--- config.mk ---
export PLATFORM = sky130hd
export DESIGN_NAME = ternary_weight_row_packer_flat
export DESIGN_NICKNAME = d
export VERILOG_FILES = /design/src/hw/rtl/trwp_pkg.sv /design/src/hw/rtl/trwp_channels.sv /design/src/hw/rtl/trwp_front.sv /design/src/hw/rtl/trwp_queue.sv /design/src/hw/rtl/trwp_back.sv /design/src/hw/rtl/ternary_weight_row_packer.sv /design/src/flat_wrapper.sv
export VERILOG_INCLUDE_DIRS = /design/src /design/src/hw/rtl
export SDC_FILE = /design/constraint.sdc
export NUM_CORES = 1
export LEC_CHECK = 0
export ABC_CLOCK_PERIOD_IN_PS = 9580
export BUFFER_PORTS_ARGS = -buffer_cell sky130_fd_sc_hd__clkbuf_2
export CAP_MARGIN = 5
export CELL_PAD_IN_SITES_DETAIL_PLACEMENT = 0
export CELL_PAD_IN_SITES_GLOBAL_PLACEMENT = 2
export CORE_ASPECT_RATIO = 1.4
export CORE_MARGIN = 5
export CORE_UTILIZATION = 30
export DETAILED_ROUTE_END_ITERATION = 12
export MAX_ROUTING_LAYER = met4
export PLACE_DENSITY = 0.55
export SKIP_CTS_REPAIR_TIMING = 1
export SLEW_MARGIN = 40
export SYNTH_ARGS = -nofsm -noshare
export SYNTH_HDL_FRONTEND = slang
export SYNTH_SLANG_ARGS = --single-unit
--- constraint.sdc ---
create_clock -name clock -period 9.58 [get_ports clock]
set_clock_uncertainty 0.2 [all_clocks]
set_input_delay 1.916 -clock clock [delete_from_list [all_inputs] [get_ports clock]]
set_output_delay 1.916 -clock clock [all_outputs]
set_load 0.1 [all_outputs]
--- src/hw/rtl/ternary_weight_row_packer_assert.svh ---
// Assertion helpers shared by the packer's modules.
`ifndef TERNARY_WEIGHT_ROW_PACKER_ASSERT_SVH
`define TERNARY_WEIGHT_ROW_PACKER_ASSERT_SVH

// Same-cycle implication, checked on every rising clock edge outside reset.
`define TRWP_ASSERT_IMPLY(lbl, clk, rst, ante, cons) \
   lbl: assert property (@(posedge clk) disable iff (rst) (ante) |-> (cons)) \
      else $error("same-cycle check failed");

// Next-cycle implication, checked on every rising clock edge outside reset.
`define TRWP_ASSERT_NEXT(lbl, clk, rst, ante, cons) \
   lbl: assert property (@(posedge clk) disable iff (rst) (ante) |=> (cons)) \
      else $error("next-cycle check failed");

`endif

--- src/hw/rtl/trwp_pkg.sv ---
package trwp_pkg;

   localparam int GROUP_SIZE_DEF  = 256;
   localparam int MAX_GROUPS_DEF  = 16;

   localparam int FORMAT_W        = 3;
   localparam int GROUPS_W        = 5;
   localparam int WEIGHT_W        = 8;
   localparam int SCALE_W         = 32;
   localparam int BYTE_OFFSET_W   = 13;
   localparam int CSR_IDX_W       = 2;
   localparam int CSR_DATA_W      = 8;

   localparam int QUEUE_DEPTH     = 4;
   localparam int DIGITS_PER_BYTE = 5;

   // Round-half-away division by nine on magnitudes up to 132: (m * 57) >> 9.
   localparam int RECIP9          = 57;
   localparam int RECIP9_SHIFT    = 9;
   localparam int QUOT9_W         = 4;

   typedef enum logic [FORMAT_W-1:0] {
      FMT_INT8      = 3'd0,
      FMT_TWO_BIT   = 3'd1,
      FMT_BASE3     = 3'd2,
      FMT_NIBBLE    = 3'd3,
      FMT_PLANES    = 3'd4,
      FMT_MASK_SIGN = 3'd5
   } fmt_type;

   typedef enum logic [CSR_IDX_W-1:0] {
      CSR_FORMAT_MODE = 2'd0,
      CSR_ROW_GROUPS  = 2'd1
   } csr_idx_type;

   typedef enum logic {
      REQ_WEIGHT = 1'b0,
      REQ_SCALE  = 1'b1
   } req_kind_type;

   // One queued job for the back end: one, two or four bytes.
   typedef struct packed {
      logic [1:0]               last_idx;
      logic                     pair;
      logic                     row_end;
      logic [BYTE_OFFSET_W-1:0] off_a;
      logic [BYTE_OFFSET_W-1:0] off_b;
      logic [SCALE_W-1:0]       data;
   } trwp_rec_type;

   typedef struct packed {
      logic full;
      logic empty;
   } trwp_qstat_type;

   function automatic logic [7:0] pow3(input logic [2:0] digit);
      logic [7:0] result;
      unique case (digit)
         3'd0:    result = 8'd1;
         3'd1:    result = 8'd3;
         3'd2:    result = 8'd9;
         3'd3:    result = 8'd27;
         default: result = 8'd81;
      endcase
      return result;
   endfunction

endpackage

--- src/hw/rtl/trwp_channels.sv ---
interface trwp_req_if;
   import trwp_pkg::*;
   logic                       valid;
   logic                       ready;
   logic                       req_type;
   logic signed [WEIGHT_W-1:0] weight;
   logic [SCALE_W-1:0]         scale_bits;
   modport source (output valid, req_type, weight, scale_bits, input ready);
   modport sink   (input valid, req_type, weight, scale_bits, output ready);
endinterface

interface trwp_rsp_if;
   import trwp_pkg::*;
   logic                     valid;
   logic                     ready;
   logic [BYTE_OFFSET_W-1:0] byte_offset;
   logic [7:0]               byte_value;
   logic                     run_last;
   logic                     row_end;
   modport source (output valid, byte_offset, byte_value, run_last, row_end, input ready);
   modport sink   (input valid, byte_offset, byte_value, run_last, row_end, output ready);
endinterface

interface trwp_csr_if;
   import trwp_pkg::*;
   logic                  valid;
   logic                  ready;
   logic [CSR_IDX_W-1:0]  index;
   logic [CSR_DATA_W-1:0] data;
   modport source (output valid, index, data, input ready);
   modport sink   (input valid, index, data, output ready);
endinterface

--- src/hw/rtl/trwp_front.sv ---
`include "ternary_weight_row_packer_assert.svh"

module trwp_front #(
   parameter int GROUP_SIZE = trwp_pkg::GROUP_SIZE_DEF,
   parameter int MAX_GROUPS = trwp_pkg::MAX_GROUPS_DEF
) (
   input  logic                     clock,
   input  logic                     reset,
   trwp_req_if.sink                 req_chan,
   trwp_csr_if.sink                 csr_chan,
   input  trwp_pkg::trwp_qstat_type q_stat,
   output logic                     push,
   output trwp_pkg::trwp_rec_type   push_rec
);
   import trwp_pkg::*;

   localparam int NCOLS_MAX = GROUP_SIZE * MAX_GROUPS;
   localparam int COL_W     = $clog2(NCOLS_MAX + 1);
   localparam int GCOL_W    = $clog2(GROUP_SIZE);
   localparam int NG_W      = $clog2(MAX_GROUPS + 1);
   localparam int B3_BYTES  = (GROUP_SIZE + DIGITS_PER_BYTE - 1) / DIGITS_PER_BYTE;
   localparam int OFF_W     = (COL_W + 3 > BYTE_OFFSET_W) ? COL_W + 3 : BYTE_OFFSET_W;

   fmt_type             fmt_ff, fmt_in;
   logic [GROUPS_W-1:0] groups_ff, groups_in;
   logic [COL_W-1:0]    col_ff, col_in;
   logic [GCOL_W-1:0]   gcol_ff, gcol_in;
   logic [NG_W-1:0]     scl_ff, scl_in;
   logic [7:0]          pack_ff, pack_in;
   logic [7:0]          plane_ff, plane_in;
   logic [2:0]          dplace_ff, dplace_in;
   logic [OFF_W-1:0]    b3off_ff, b3off_in;

   logic [NG_W-1:0]  ng;
   logic [COL_W-1:0] ncols;
   logic [OFF_W-1:0] ncols_w, quarter, half, eighth, payload, scale_base, col_w;
   logic [OFF_W-1:0] off_q, off_h, off_e, off_lo, off_sign;
   logic             accept, csr_wr, in_row, col_last, grp_end, scale_final, clr;
   logic             emit;
   logic signed [WEIGHT_W-1:0] w;
   logic [1:0]       code2, hi_code;
   logic [3:0]       code4, h4, lo_code;
   logic [7:0]       digit_sum;
   logic [8:0]       mag;
   logic [14:0]      mag_prod;
   logic [QUOT9_W-1:0] hq;
   trwp_rec_type     rec;

   assign req_chan.ready = !q_stat.full;
   assign csr_chan.ready = 1'b1;
   assign accept = req_chan.valid && req_chan.ready;
   assign csr_wr = csr_chan.valid && csr_chan.ready;

   // Effective group count: zero acts as one, large values saturate.
   always_comb begin
      if (groups_ff == '0) begin
         ng = NG_W'(1);
      end else if (int'(groups_ff) > MAX_GROUPS) begin
         ng = NG_W'(MAX_GROUPS);
      end else begin
         ng = NG_W'(groups_ff);
      end
   end

   assign ncols   = COL_W'(int'(ng) * GROUP_SIZE);
   assign ncols_w = OFF_W'(ncols);
   assign quarter = (ncols_w + OFF_W'(3)) >> 2;
   assign half    = (ncols_w + OFF_W'(1)) >> 1;
   assign eighth  = (ncols_w + OFF_W'(7)) >> 3;

   always_comb begin
      unique case (fmt_ff)
         FMT_INT8:      payload = ncols_w;
         FMT_TWO_BIT:   payload = quarter;
         FMT_BASE3:     payload = OFF_W'(int'(ng) * B3_BYTES);
         FMT_NIBBLE:    payload = half;
         FMT_PLANES:    payload = quarter + half;
         FMT_MASK_SIGN: payload = eighth << 1;
         default:       payload = '0;
      endcase
   end

   assign scale_base  = payload + (OFF_W'(scl_ff) << 2);
   assign scale_final = NG_W'(scl_ff + 1'b1) >= ng;
   assign col_w       = OFF_W'(col_ff);
   assign off_q       = col_w >> 2;
   assign off_h       = col_w >> 1;
   assign off_e       = col_w >> 3;
   assign off_lo      = quarter + off_h;
   assign off_sign    = eighth + off_e;
   assign in_row      = col_ff < ncols;
   assign col_last    = col_ff == ncols - COL_W'(1);
   assign grp_end     = gcol_ff == GCOL_W'(GROUP_SIZE - 1);

   // Per-format codes of the incoming weight, all wrapping as two's complement.
   assign w         = req_chan.weight;
   assign code2     = w[1:0] + 2'd1;
   assign code4     = w[3:0] + 4'd4;
   assign digit_sum = pack_ff + 8'((w[7:0] + 8'd1) * pow3(dplace_ff));
   assign mag       = w[7] ? (9'd4 - {w[7], w}) : ({w[7], w} + 9'd4);
   assign mag_prod  = 15'(mag) * 15'(RECIP9);
   assign hq        = mag_prod[RECIP9_SHIFT +: QUOT9_W];
   assign h4        = w[7] ? (4'd0 - hq[3:0]) : hq[3:0];
   assign hi_code   = h4[1:0] + 2'd1;
   assign lo_code   = w[3:0] - 4'(h4 * 4'd9) + 4'd4;

   always_comb begin
      fmt_in    = fmt_ff;
      groups_in = groups_ff;
      col_in    = col_ff;
      gcol_in   = gcol_ff;
      scl_in    = scl_ff;
      pack_in   = pack_ff;
      plane_in  = plane_ff;
      dplace_in = dplace_ff;
      b3off_in  = b3off_ff;
      emit      = 1'b0;
      clr       = 1'b0;
      rec       = '0;

      if (accept) begin
         if (req_chan.req_type == REQ_SCALE) begin
            emit         = 1'b1;
            rec.last_idx = 2'd3;
            rec.row_end  = scale_final;
            rec.off_a    = scale_base[BYTE_OFFSET_W-1:0];
            rec.data     = req_chan.scale_bits;
            scl_in       = NG_W'(scl_ff + 1'b1);
            clr          = scale_final;
         end else if (in_row) begin
            col_in  = COL_W'(col_ff + 1'b1);
            gcol_in = grp_end ? '0 : GCOL_W'(gcol_ff + 1'b1);
            unique case (fmt_ff)
               FMT_INT8: begin
                  emit          = 1'b1;
                  rec.off_a     = col_w[BYTE_OFFSET_W-1:0];
                  rec.data[7:0] = w[7:0];
               end
               FMT_TWO_BIT: begin
                  pack_in = pack_ff | (8'(code2) << {col_ff[1:0], 1'b0});
                  if (col_ff[1:0] == 2'd3 || col_last) begin
                     emit          = 1'b1;
                     rec.off_a     = off_q[BYTE_OFFSET_W-1:0];
                     rec.data[7:0] = pack_in;
                     pack_in       = '0;
                  end
               end
               FMT_BASE3: begin
                  pack_in   = digit_sum;
                  dplace_in = dplace_ff + 3'd1;
                  if (dplace_ff == 3'(DIGITS_PER_BYTE - 1) || grp_end) begin
                     emit          = 1'b1;
                     rec.off_a     = b3off_ff[BYTE_OFFSET_W-1:0];
                     rec.data[7:0] = digit_sum;
                     pack_in       = '0;
                     dplace_in     = '0;
                     b3off_in      = b3off_ff + OFF_W'(1);
                  end
               end
               FMT_NIBBLE: begin
                  pack_in = pack_ff | (8'(code4) << {col_ff[0], 2'b00});
                  if (col_ff[0] || col_last) begin
                     emit          = 1'b1;
                     rec.off_a     = off_h[BYTE_OFFSET_W-1:0];
                     rec.data[7:0] = pack_in;
                     pack_in       = '0;
                  end
               end
               FMT_PLANES: begin
                  plane_in = plane_ff | (8'(hi_code) << {col_ff[1:0], 1'b0});
                  pack_in  = pack_ff | (8'(lo_code) << {col_ff[0], 2'b00});
                  // A finished 2-bit plane byte always lands with a finished nibble byte.
                  if (col_ff[1:0] == 2'd3 || col_last) begin
                     emit           = 1'b1;
                     rec.last_idx   = 2'd1;
                     rec.pair       = 1'b1;
                     rec.off_a      = off_q[BYTE_OFFSET_W-1:0];
                     rec.off_b      = off_lo[BYTE_OFFSET_W-1:0];
                     rec.data[7:0]  = plane_in;
                     rec.data[15:8] = pack_in;
                     plane_in       = '0;
                     pack_in        = '0;
                  end else if (col_ff[0]) begin
                     emit          = 1'b1;
                     rec.off_a     = off_lo[BYTE_OFFSET_W-1:0];
                     rec.data[7:0] = pack_in;
                     pack_in       = '0;
                  end
               end
               FMT_MASK_SIGN: begin
                  pack_in  = pack_ff | (8'(w != '0) << col_ff[2:0]);
                  plane_in = plane_ff | (8'(w[7]) << col_ff[2:0]);
                  if (col_ff[2:0] == 3'd7 || col_last) begin
                     emit           = 1'b1;
                     rec.last_idx   = 2'd1;
                     rec.pair       = 1'b1;
                     rec.off_a      = off_e[BYTE_OFFSET_W-1:0];
                     rec.off_b      = off_sign[BYTE_OFFSET_W-1:0];
                     rec.data[7:0]  = pack_in;
                     rec.data[15:8] = plane_in;
                     pack_in        = '0;
                     plane_in       = '0;
                  end
               end
               default: begin
                  emit = 1'b0;
               end
            endcase
         end
      end

      if (csr_wr) begin
         if (csr_chan.index == CSR_FORMAT_MODE) begin
            fmt_in = fmt_type'(csr_chan.data[FORMAT_W-1:0]);
            clr    = 1'b1;
         end else if (csr_chan.index == CSR_ROW_GROUPS) begin
            groups_in = csr_chan.data[GROUPS_W-1:0];
            clr       = 1'b1;
         end
      end

      if (clr) begin
         col_in    = '0;
         gcol_in   = '0;
         scl_in    = '0;
         pack_in   = '0;
         plane_in  = '0;
         dplace_in = '0;
         b3off_in  = '0;
      end
   end

   always_ff @(posedge clock) begin
      if (reset) begin
         fmt_ff    <= FMT_INT8;
         groups_ff <= GROUPS_W'(1);
         col_ff    <= '0;
         gcol_ff   <= '0;
         scl_ff    <= '0;
         pack_ff   <= '0;
         plane_ff  <= '0;
         dplace_ff <= '0;
         b3off_ff  <= '0;
      end else begin
         fmt_ff    <= fmt_in;
         groups_ff <= groups_in;
         col_ff    <= col_in;
         gcol_ff   <= gcol_in;
         scl_ff    <= scl_in;
         pack_ff   <= pack_in;
         plane_ff  <= plane_in;
         dplace_ff <= dplace_in;
         b3off_ff  <= b3off_in;
      end
   end

   assign push     = accept && emit;
   assign push_rec = rec;

   `TRWP_ASSERT_IMPLY(a_col_within_row, clock, reset, 1'b1, col_ff <= ncols)
   `TRWP_ASSERT_NEXT(a_last_scale_clears, clock, reset, accept && req_chan.req_type == REQ_SCALE && scale_final, col_ff == '0 && scl_ff == '0)

endmodule

--- src/hw/rtl/trwp_queue.sv ---
`include "ternary_weight_row_packer_assert.svh"

module trwp_queue (
   input  logic                     clock,
   input  logic                     reset,
   input  logic                     push,
   input  trwp_pkg::trwp_rec_type   push_rec,
   input  logic                     pop,
   output trwp_pkg::trwp_qstat_type q_stat,
   output trwp_pkg::trwp_rec_type   head
);
   import trwp_pkg::*;

   localparam int PTR_W = $clog2(QUEUE_DEPTH);
   localparam int CNT_W = $clog2(QUEUE_DEPTH + 1);

   trwp_rec_type     entry_ff [QUEUE_DEPTH];
   logic [PTR_W-1:0] wr_ff, wr_in;
   logic [PTR_W-1:0] rd_ff, rd_in;
   logic [CNT_W-1:0] cnt_ff, cnt_in;

   always_comb begin
      wr_in  = wr_ff;
      rd_in  = rd_ff;
      if (push) begin
         wr_in = (wr_ff == PTR_W'(QUEUE_DEPTH - 1)) ? '0 : PTR_W'(wr_ff + 1'b1);
      end
      if (pop) begin
         rd_in = (rd_ff == PTR_W'(QUEUE_DEPTH - 1)) ? '0 : PTR_W'(rd_ff + 1'b1);
      end
      cnt_in = cnt_ff + CNT_W'(push) - CNT_W'(pop);
   end

   always_ff @(posedge clock) begin
      if (reset) begin
         wr_ff  <= '0;
         rd_ff  <= '0;
         cnt_ff <= '0;
      end else begin
         wr_ff  <= wr_in;
         rd_ff  <= rd_in;
         cnt_ff <= cnt_in;
      end
   end

   always_ff @(posedge clock) begin
      if (push) begin
         entry_ff[wr_ff] <= push_rec;
      end
   end

   assign q_stat.full  = cnt_ff == CNT_W'(QUEUE_DEPTH);
   assign q_stat.empty = cnt_ff == '0;
   assign head         = entry_ff[rd_ff];

   `TRWP_ASSERT_IMPLY(a_no_push_when_full, clock, reset, q_stat.full, !push)
   `TRWP_ASSERT_IMPLY(a_no_pop_when_empty, clock, reset, q_stat.empty, !pop)

endmodule

--- src/hw/rtl/trwp_back.sv ---
`include "ternary_weight_row_packer_assert.svh"

module trwp_back (
   input  logic                     clock,
   input  logic                     reset,
   input  trwp_pkg::trwp_qstat_type q_stat,
   input  trwp_pkg::trwp_rec_type   head,
   output logic                     pop,
   trwp_rsp_if.source               rsp_chan
);
   import trwp_pkg::*;

   trwp_rec_type stage_ff, stage_in;
   logic         vld_ff, vld_in;
   logic [1:0]   k_ff, k_in;
   logic         take, at_last, load;

   assign at_last = k_ff == stage_ff.last_idx;
   assign take    = vld_ff && rsp_chan.ready;
   // The next job moves in as soon as the last beat of the current one leaves.
   assign load    = !q_stat.empty && (!vld_ff || (take && at_last));
   assign pop     = load;

   always_comb begin
      vld_in   = vld_ff;
      k_in     = k_ff;
      stage_in = stage_ff;
      if (load) begin
         vld_in   = 1'b1;
         k_in     = '0;
         stage_in = head;
      end else if (take) begin
         if (at_last) begin
            vld_in = 1'b0;
         end else begin
            k_in = k_ff + 2'd1;
         end
      end
   end

   always_ff @(posedge clock) begin
      if (reset) begin
         vld_ff <= 1'b0;
         k_ff   <= '0;
      end else begin
         vld_ff <= vld_in;
         k_ff   <= k_in;
      end
   end

   always_ff @(posedge clock) begin
      stage_ff <= stage_in;
   end

   assign rsp_chan.valid       = vld_ff;
   assign rsp_chan.byte_offset = (stage_ff.pair && k_ff == 2'd1) ? stage_ff.off_b
                                 : stage_ff.off_a + BYTE_OFFSET_W'(k_ff);
   assign rsp_chan.byte_value  = stage_ff.data[{k_ff, 3'b000} +: 8];
   assign rsp_chan.run_last    = at_last;
   assign rsp_chan.row_end     = stage_ff.row_end && at_last;

   `TRWP_ASSERT_NEXT(a_stalled_beat_holds, clock, reset, vld_ff && !rsp_chan.ready, vld_ff && $stable(k_ff))
   `TRWP_ASSERT_IMPLY(a_beat_in_job, clock, reset, vld_ff, k_ff <= stage_ff.last_idx)

endmodule

--- src/hw/rtl/ternary_weight_row_packer.sv ---
// Ternary weight row packer: streams one matrix row of small signed weights into one of
// six byte layouts (format_mode) and appends one little-endian 32-bit scale word per
// group after the payload; every completed byte leaves as one beat with its row offset.
// A weight or scale beat is accepted every cycle while the four-entry job queue between
// the encoder and the byte serializer has room. The serializer sends one byte per cycle
// while the receiver is ready: a scale word is four bytes, a finished byte pair in the
// plane formats two, other weights one or none, so a weight stream runs at one item per
// cycle and the queue soaks up the scale bursts. A byte is registered in the queue, then
// in the serializer's stage register. Any register write restarts the row; the block does
// not hold writes off, so they belong between rows while no beat is in flight.
module ternary_weight_row_packer #(
   parameter int GROUP_SIZE = trwp_pkg::GROUP_SIZE_DEF,
   parameter int MAX_GROUPS = trwp_pkg::MAX_GROUPS_DEF
) (
   input logic        clock,
   input logic        reset,
   trwp_req_if.sink   req_chan,
   trwp_rsp_if.source rsp_chan,
   trwp_csr_if.sink   csr_chan
);
   import trwp_pkg::*;

   trwp_qstat_type q_stat;
   trwp_rec_type   push_rec;
   trwp_rec_type   head;
   logic           push;
   logic           pop;

   trwp_front #(
      .GROUP_SIZE (GROUP_SIZE),
      .MAX_GROUPS (MAX_GROUPS)
   ) u_front (
      .clock    (clock),
      .reset    (reset),
      .req_chan (req_chan),
      .csr_chan (csr_chan),
      .q_stat   (q_stat),
      .push     (push),
      .push_rec (push_rec)
   );

   trwp_queue u_queue (
      .clock    (clock),
      .reset    (reset),
      .push     (push),
      .push_rec (push_rec),
      .pop      (pop),
      .q_stat   (q_stat),
      .head     (head)
   );

   trwp_back u_back (
      .clock    (clock),
      .reset    (reset),
      .q_stat   (q_stat),
      .head     (head),
      .pop      (pop),
      .rsp_chan (rsp_chan)
   );

endmodule

--- src/flat_wrapper.sv ---
// flat-port wrapper written by rule: the top's interface ports become plain ports
module ternary_weight_row_packer_flat import trwp_pkg::*;
#(
   parameter int GROUP_SIZE = trwp_pkg::GROUP_SIZE_DEF,
   parameter int MAX_GROUPS = trwp_pkg::MAX_GROUPS_DEF
)
  (clock, reset, req_chan_valid, req_chan_req_type, req_chan_weight, req_chan_scale_bits, req_chan_ready, rsp_chan_valid, rsp_chan_byte_offset, rsp_chan_byte_value, rsp_chan_run_last, rsp_chan_row_end, rsp_chan_ready, csr_chan_valid, csr_chan_index, csr_chan_data, csr_chan_ready);
  trwp_req_if req_chan_i ();
  trwp_rsp_if rsp_chan_i ();
  trwp_csr_if csr_chan_i ();
  input logic clock;
  input logic reset;
  input wire logic [$bits(req_chan_i.valid)-1:0] req_chan_valid;
  input wire logic [$bits(req_chan_i.req_type)-1:0] req_chan_req_type;
  input wire logic [$bits(req_chan_i.weight)-1:0] req_chan_weight;
  input wire logic [$bits(req_chan_i.scale_bits)-1:0] req_chan_scale_bits;
  output wire logic [$bits(req_chan_i.ready)-1:0] req_chan_ready;
  output wire logic [$bits(rsp_chan_i.valid)-1:0] rsp_chan_valid;
  output wire logic [$bits(rsp_chan_i.byte_offset)-1:0] rsp_chan_byte_offset;
  output wire logic [$bits(rsp_chan_i.byte_value)-1:0] rsp_chan_byte_value;
  output wire logic [$bits(rsp_chan_i.run_last)-1:0] rsp_chan_run_last;
  output wire logic [$bits(rsp_chan_i.row_end)-1:0] rsp_chan_row_end;
  input wire logic [$bits(rsp_chan_i.ready)-1:0] rsp_chan_ready;
  input wire logic [$bits(csr_chan_i.valid)-1:0] csr_chan_valid;
  input wire logic [$bits(csr_chan_i.index)-1:0] csr_chan_index;
  input wire logic [$bits(csr_chan_i.data)-1:0] csr_chan_data;
  output wire logic [$bits(csr_chan_i.ready)-1:0] csr_chan_ready;
  assign req_chan_i.valid = req_chan_valid;
  assign req_chan_i.req_type = req_chan_req_type;
  assign req_chan_i.weight = req_chan_weight;
  assign req_chan_i.scale_bits = req_chan_scale_bits;
  assign req_chan_ready = req_chan_i.ready;
  assign rsp_chan_valid = rsp_chan_i.valid;
  assign rsp_chan_byte_offset = rsp_chan_i.byte_offset;
  assign rsp_chan_byte_value = rsp_chan_i.byte_value;
  assign rsp_chan_run_last = rsp_chan_i.run_last;
  assign rsp_chan_row_end = rsp_chan_i.row_end;
  assign rsp_chan_i.ready = rsp_chan_ready;
  assign csr_chan_i.valid = csr_chan_valid;
  assign csr_chan_i.index = csr_chan_index;
  assign csr_chan_i.data = csr_chan_data;
  assign csr_chan_ready = csr_chan_i.ready;
  ternary_weight_row_packer #(.GROUP_SIZE(GROUP_SIZE), .MAX_GROUPS(MAX_GROUPS)) u_core (.clock(clock), .reset(reset), .req_chan(req_chan_i), .rsp_chan(rsp_chan_i), .csr_chan(csr_chan_i));
endmodule
==> metrics.yaml <==
run_status:
  status: "finished, final reports clean"
setup_path:
  worstReg2RegStart: "u_core.u_front.groups_ff[3]$_SDFFE_PP0P_"
  critPathTopFamily: "adder cells"
  cp_data_required_time_ns: 9.71
  reg2reg_depth: 13
  crit_top_cell: "ha_1"
  cp_slowest_stage_delay_ns: 0.46
  crit_buf_inv: 5
  worstSetupStartpoint: "req_chan_weight[3]"
  path_depth: 29
  worstPathMaxFanout: 8
  slowest_stage: "fa_1"
  rrSetupSlack_ns: 3.81
  setup.worst_path.class: "in2reg"
  arrival_ns: 8.72
  start_kind: "primary input"
  cp-end-kind: "register"
placement:
  place_congestion: 0.800
  portBuffers: 77
  post-dp-hpwl_um: 42700
  placed_cells: 2680
power_and_ir_drop:
  powerDensity_nw_per_um2: 287
  total_leakage_power_nw: 8.77
  peakVddDrop_mv: 0.234
  power_mw: 6.86
global_routing:
  grtUsageTotal_pct: 16.7
  grt_remaining_overflow: 0
  use_met1_pct: 20.9
  first_global_vias: 14500
  use_met3_pct: 2.00
  grt_max_degree: 68
  met2_usage_pct: 28.4
  grt-busiest-layer: "met2"
  grt_pass1_wl_um: 92800
  antenna_found_initial: 0
layout:
  fillers: 6930
  antennaDiodeCount: 0
  drive_above_1_share_pct: 15.9
  layout_common_cells: "edfxtp_1, nor2_1, nand2_1"
  post_layout_nonfiller_instances: 2763
  syn_to_final_growth_pct: 14.4
  final_common_cell: "edfxtp_1"
  nets: 2000
synthesis:
  synth_edf_count: 310
  synth_cell_types: 80
  seq_area_frac_synth_pct: 51.8
  async_reset_ff_share_pct: 0
  synthCells: 1739
  yosysTopAreaCell: "edfxtp_1"
  synth-seq-cells: 386
  synth_flop_cell: "edfxtp_1"
  avgSynthCellArea_um2: 12.0
  synth_area_um2: 20900
  yosys-top-cells-area: "edfxtp_1, mux4_2, dfxtp_1, ha_1, nor2_1"
  synth_warnings: 0
  synth_top_cell_area_share_pct: 44.5
timing:
  rsz0062_at_grt: "false"
  relSlewSlack_pct: 46.1
  fin_tns_setup_ns: 0
  setup_violations: 0
  final.min_clock_period_ns: 8.60
  finalCritPeriodShare_pct: 89.7
  worst-slew-pin-transition_ns: 0.802
  fmax_ghz: 0.116
  hold_viol_final: 0
  drv_slew: 0
clocking:
  cts.sinks: 386
  cts-htree-levels: 2
  cts_buffers: 44
  path_clk_slew_ns: 0.06
  cts_tree: "built"
  clk_path_buf_depth: 3
  clock_latency_ns: 0.59
  cts-root-buf: "clkbuf_16"
min_path:
  min_from: "u_core.u_front.gcol_ff[1]$_SDFFE_PP0P_"
  hold_path.class: "reg2reg"
  hold_path_depth: 2
routing:
  dr_total_vias: 13900
  drt-initial-drc-count: 883
  drtPass1Iterations: 6
  wl_um: 61000
  vias_per_cell: 5.03
  wl_per_cell_um: 22.1
  route.detailed.drc: 0
  postRouteAntennaNets: 0
floorplan:
  core-area_um2: 69000
  die_w_um: 233
  initial_core_util_pct: 30.3
  ioPinCount: 82
  die_area_um2: 75100
  chipHeight_um: 322
  rows: 114
flow_run:
  drv_cap: 0
-- layer usage --
| layer | share of wire [%] | routed length [um] |
|---|---|---|
| met4 | 2.9 | 1760 |
| met2 | 50 | 30600 |
| met5 | 0 | 0 |
| met1 | 44 | 26600 |
| met3 | 3.3 | 2000 |
-- report_power, final --
part / total [mW] / switching, mW / internal, mW
clock network: 1.76 / 0.727 / 1.04
registers: 2.34 / 0.136 / 2.21
logic: 2.76 / 1.77 / 0.980
total: 6.86 / 2.64 / 4.23
-- kinds of logic (layout without fill, tap and decap cells) --
| group | Yosys count | after routing | share of synthesized area [%] |
|---|---|---|---|
| flops | 386 | 386 | 51.8 |
| xor+xnor | 121 | 121 | 5.33 |
| compound gates | 338 | 338 | 10.8 |
| fa+ha+maj | 146 | 146 | 9.73 |
| other cells | 2 | 3 | 0.0359 |
| simple gates | 471 | 471 | 10.5 |
| buf+inv | 191 | 286 | 3.57 |
| mux | 84 | 84 | 8.22 |
-- path summary, 6_finish.rpt --
path,endpoint
setup reg to reg,u_core.u_queue.entry_ff[2][4]$_DFFE_PP_
setup / recovery,u_core.u_queue.entry_ff[2][6]$_DFFE_PP_
hold reg to reg,u_core.u_front.gcol_ff[1]$_SDFFE_PP0P_
hold / removal,u_core.u_front.gcol_ff[1]$_SDFFE_PP0P_
-- worst reg2reg max path, stage by stage (launching register included) --
cell and delay, ns:
dfxtp_1 0.46, nor3_1 0.10, o21ai_1 0.49, inv_1 0.33, ha_1 0.44, xnor2_1 0.15, nor4_1 0.28, and3_1 0.41
a21oi_4 0.19, nor2_2 0.55, a2111o_1 0.27, a21oi_4 0.13, and2b_2 0.71, buf_4 0.66
-- cell type report --
| cell class | instances | area (um^2) | share of cell area [%] |
|---|---|---|---|
| Sequential cell | 386 | 10800 | 45.3 |
| Multi-Input combinational cell | 1163 | 9390 | 39.2 |
| Tap cell | 928 | 1160 | 4.85 |
| Clock buffer | 53 | 1150 | 4.83 |
| Timing Repair Buffer | 111 | 661 | 2.76 |
| Clock inverter | 29 | 369 | 1.54 |
| Inverter | 93 | 349 | 1.46 |
-- flip-flops by register name (all words and copies together) (netlist names), 3 cells and up --
name	cells
u_core.u_back.stage_ff	62
u_core.u_front.b3off_ff	13
u_core.u_front.col_ff	13
u_core.u_front.dplace_ff	3
u_core.u_front.fmt_ff	3
u_core.u_front.gcol_ff	8
u_core.u_front.groups_ff	5
u_core.u_front.pack_ff	8
u_core.u_front.plane_ff	8
u_core.u_front.scl_ff	5
u_core.u_queue.cnt_ff	3
u_core.u_queue.entry_ff	248
-- synth_stat cells, types with 35 or more instances --
library cell  instances
o21ai_0              48
nand2_1             127
xnor2_1              68
and3_1               35
mux4_2               70
clkbuf_1             73
edfxtp_1            310
ha_1                117
a21oi_1             103
xor2_1               48
dfxtp_1              76
inv_1                91
nor2_1              160
-- per-stage QoR --
step / util [%] / worst slack [ns] / cell area [um^2] / hold WS (ns)
after floorplan: - / 0.951 / 20900 / 0.244
after CTS: 34.6 / 0.987 / 23900 / 0.284
after global routing: 34.6 / 0.508 / 23900 / 0.296
after global placement: 32.3 / 0.469 / 22300 / 0.270
final: 34.6 / 0.984 / 23900 / 0.283
after detailed placement: 32.4 / 0.393 / 22400 / 0.275
No activity file was read; power rests on OpenSTA's default activity.
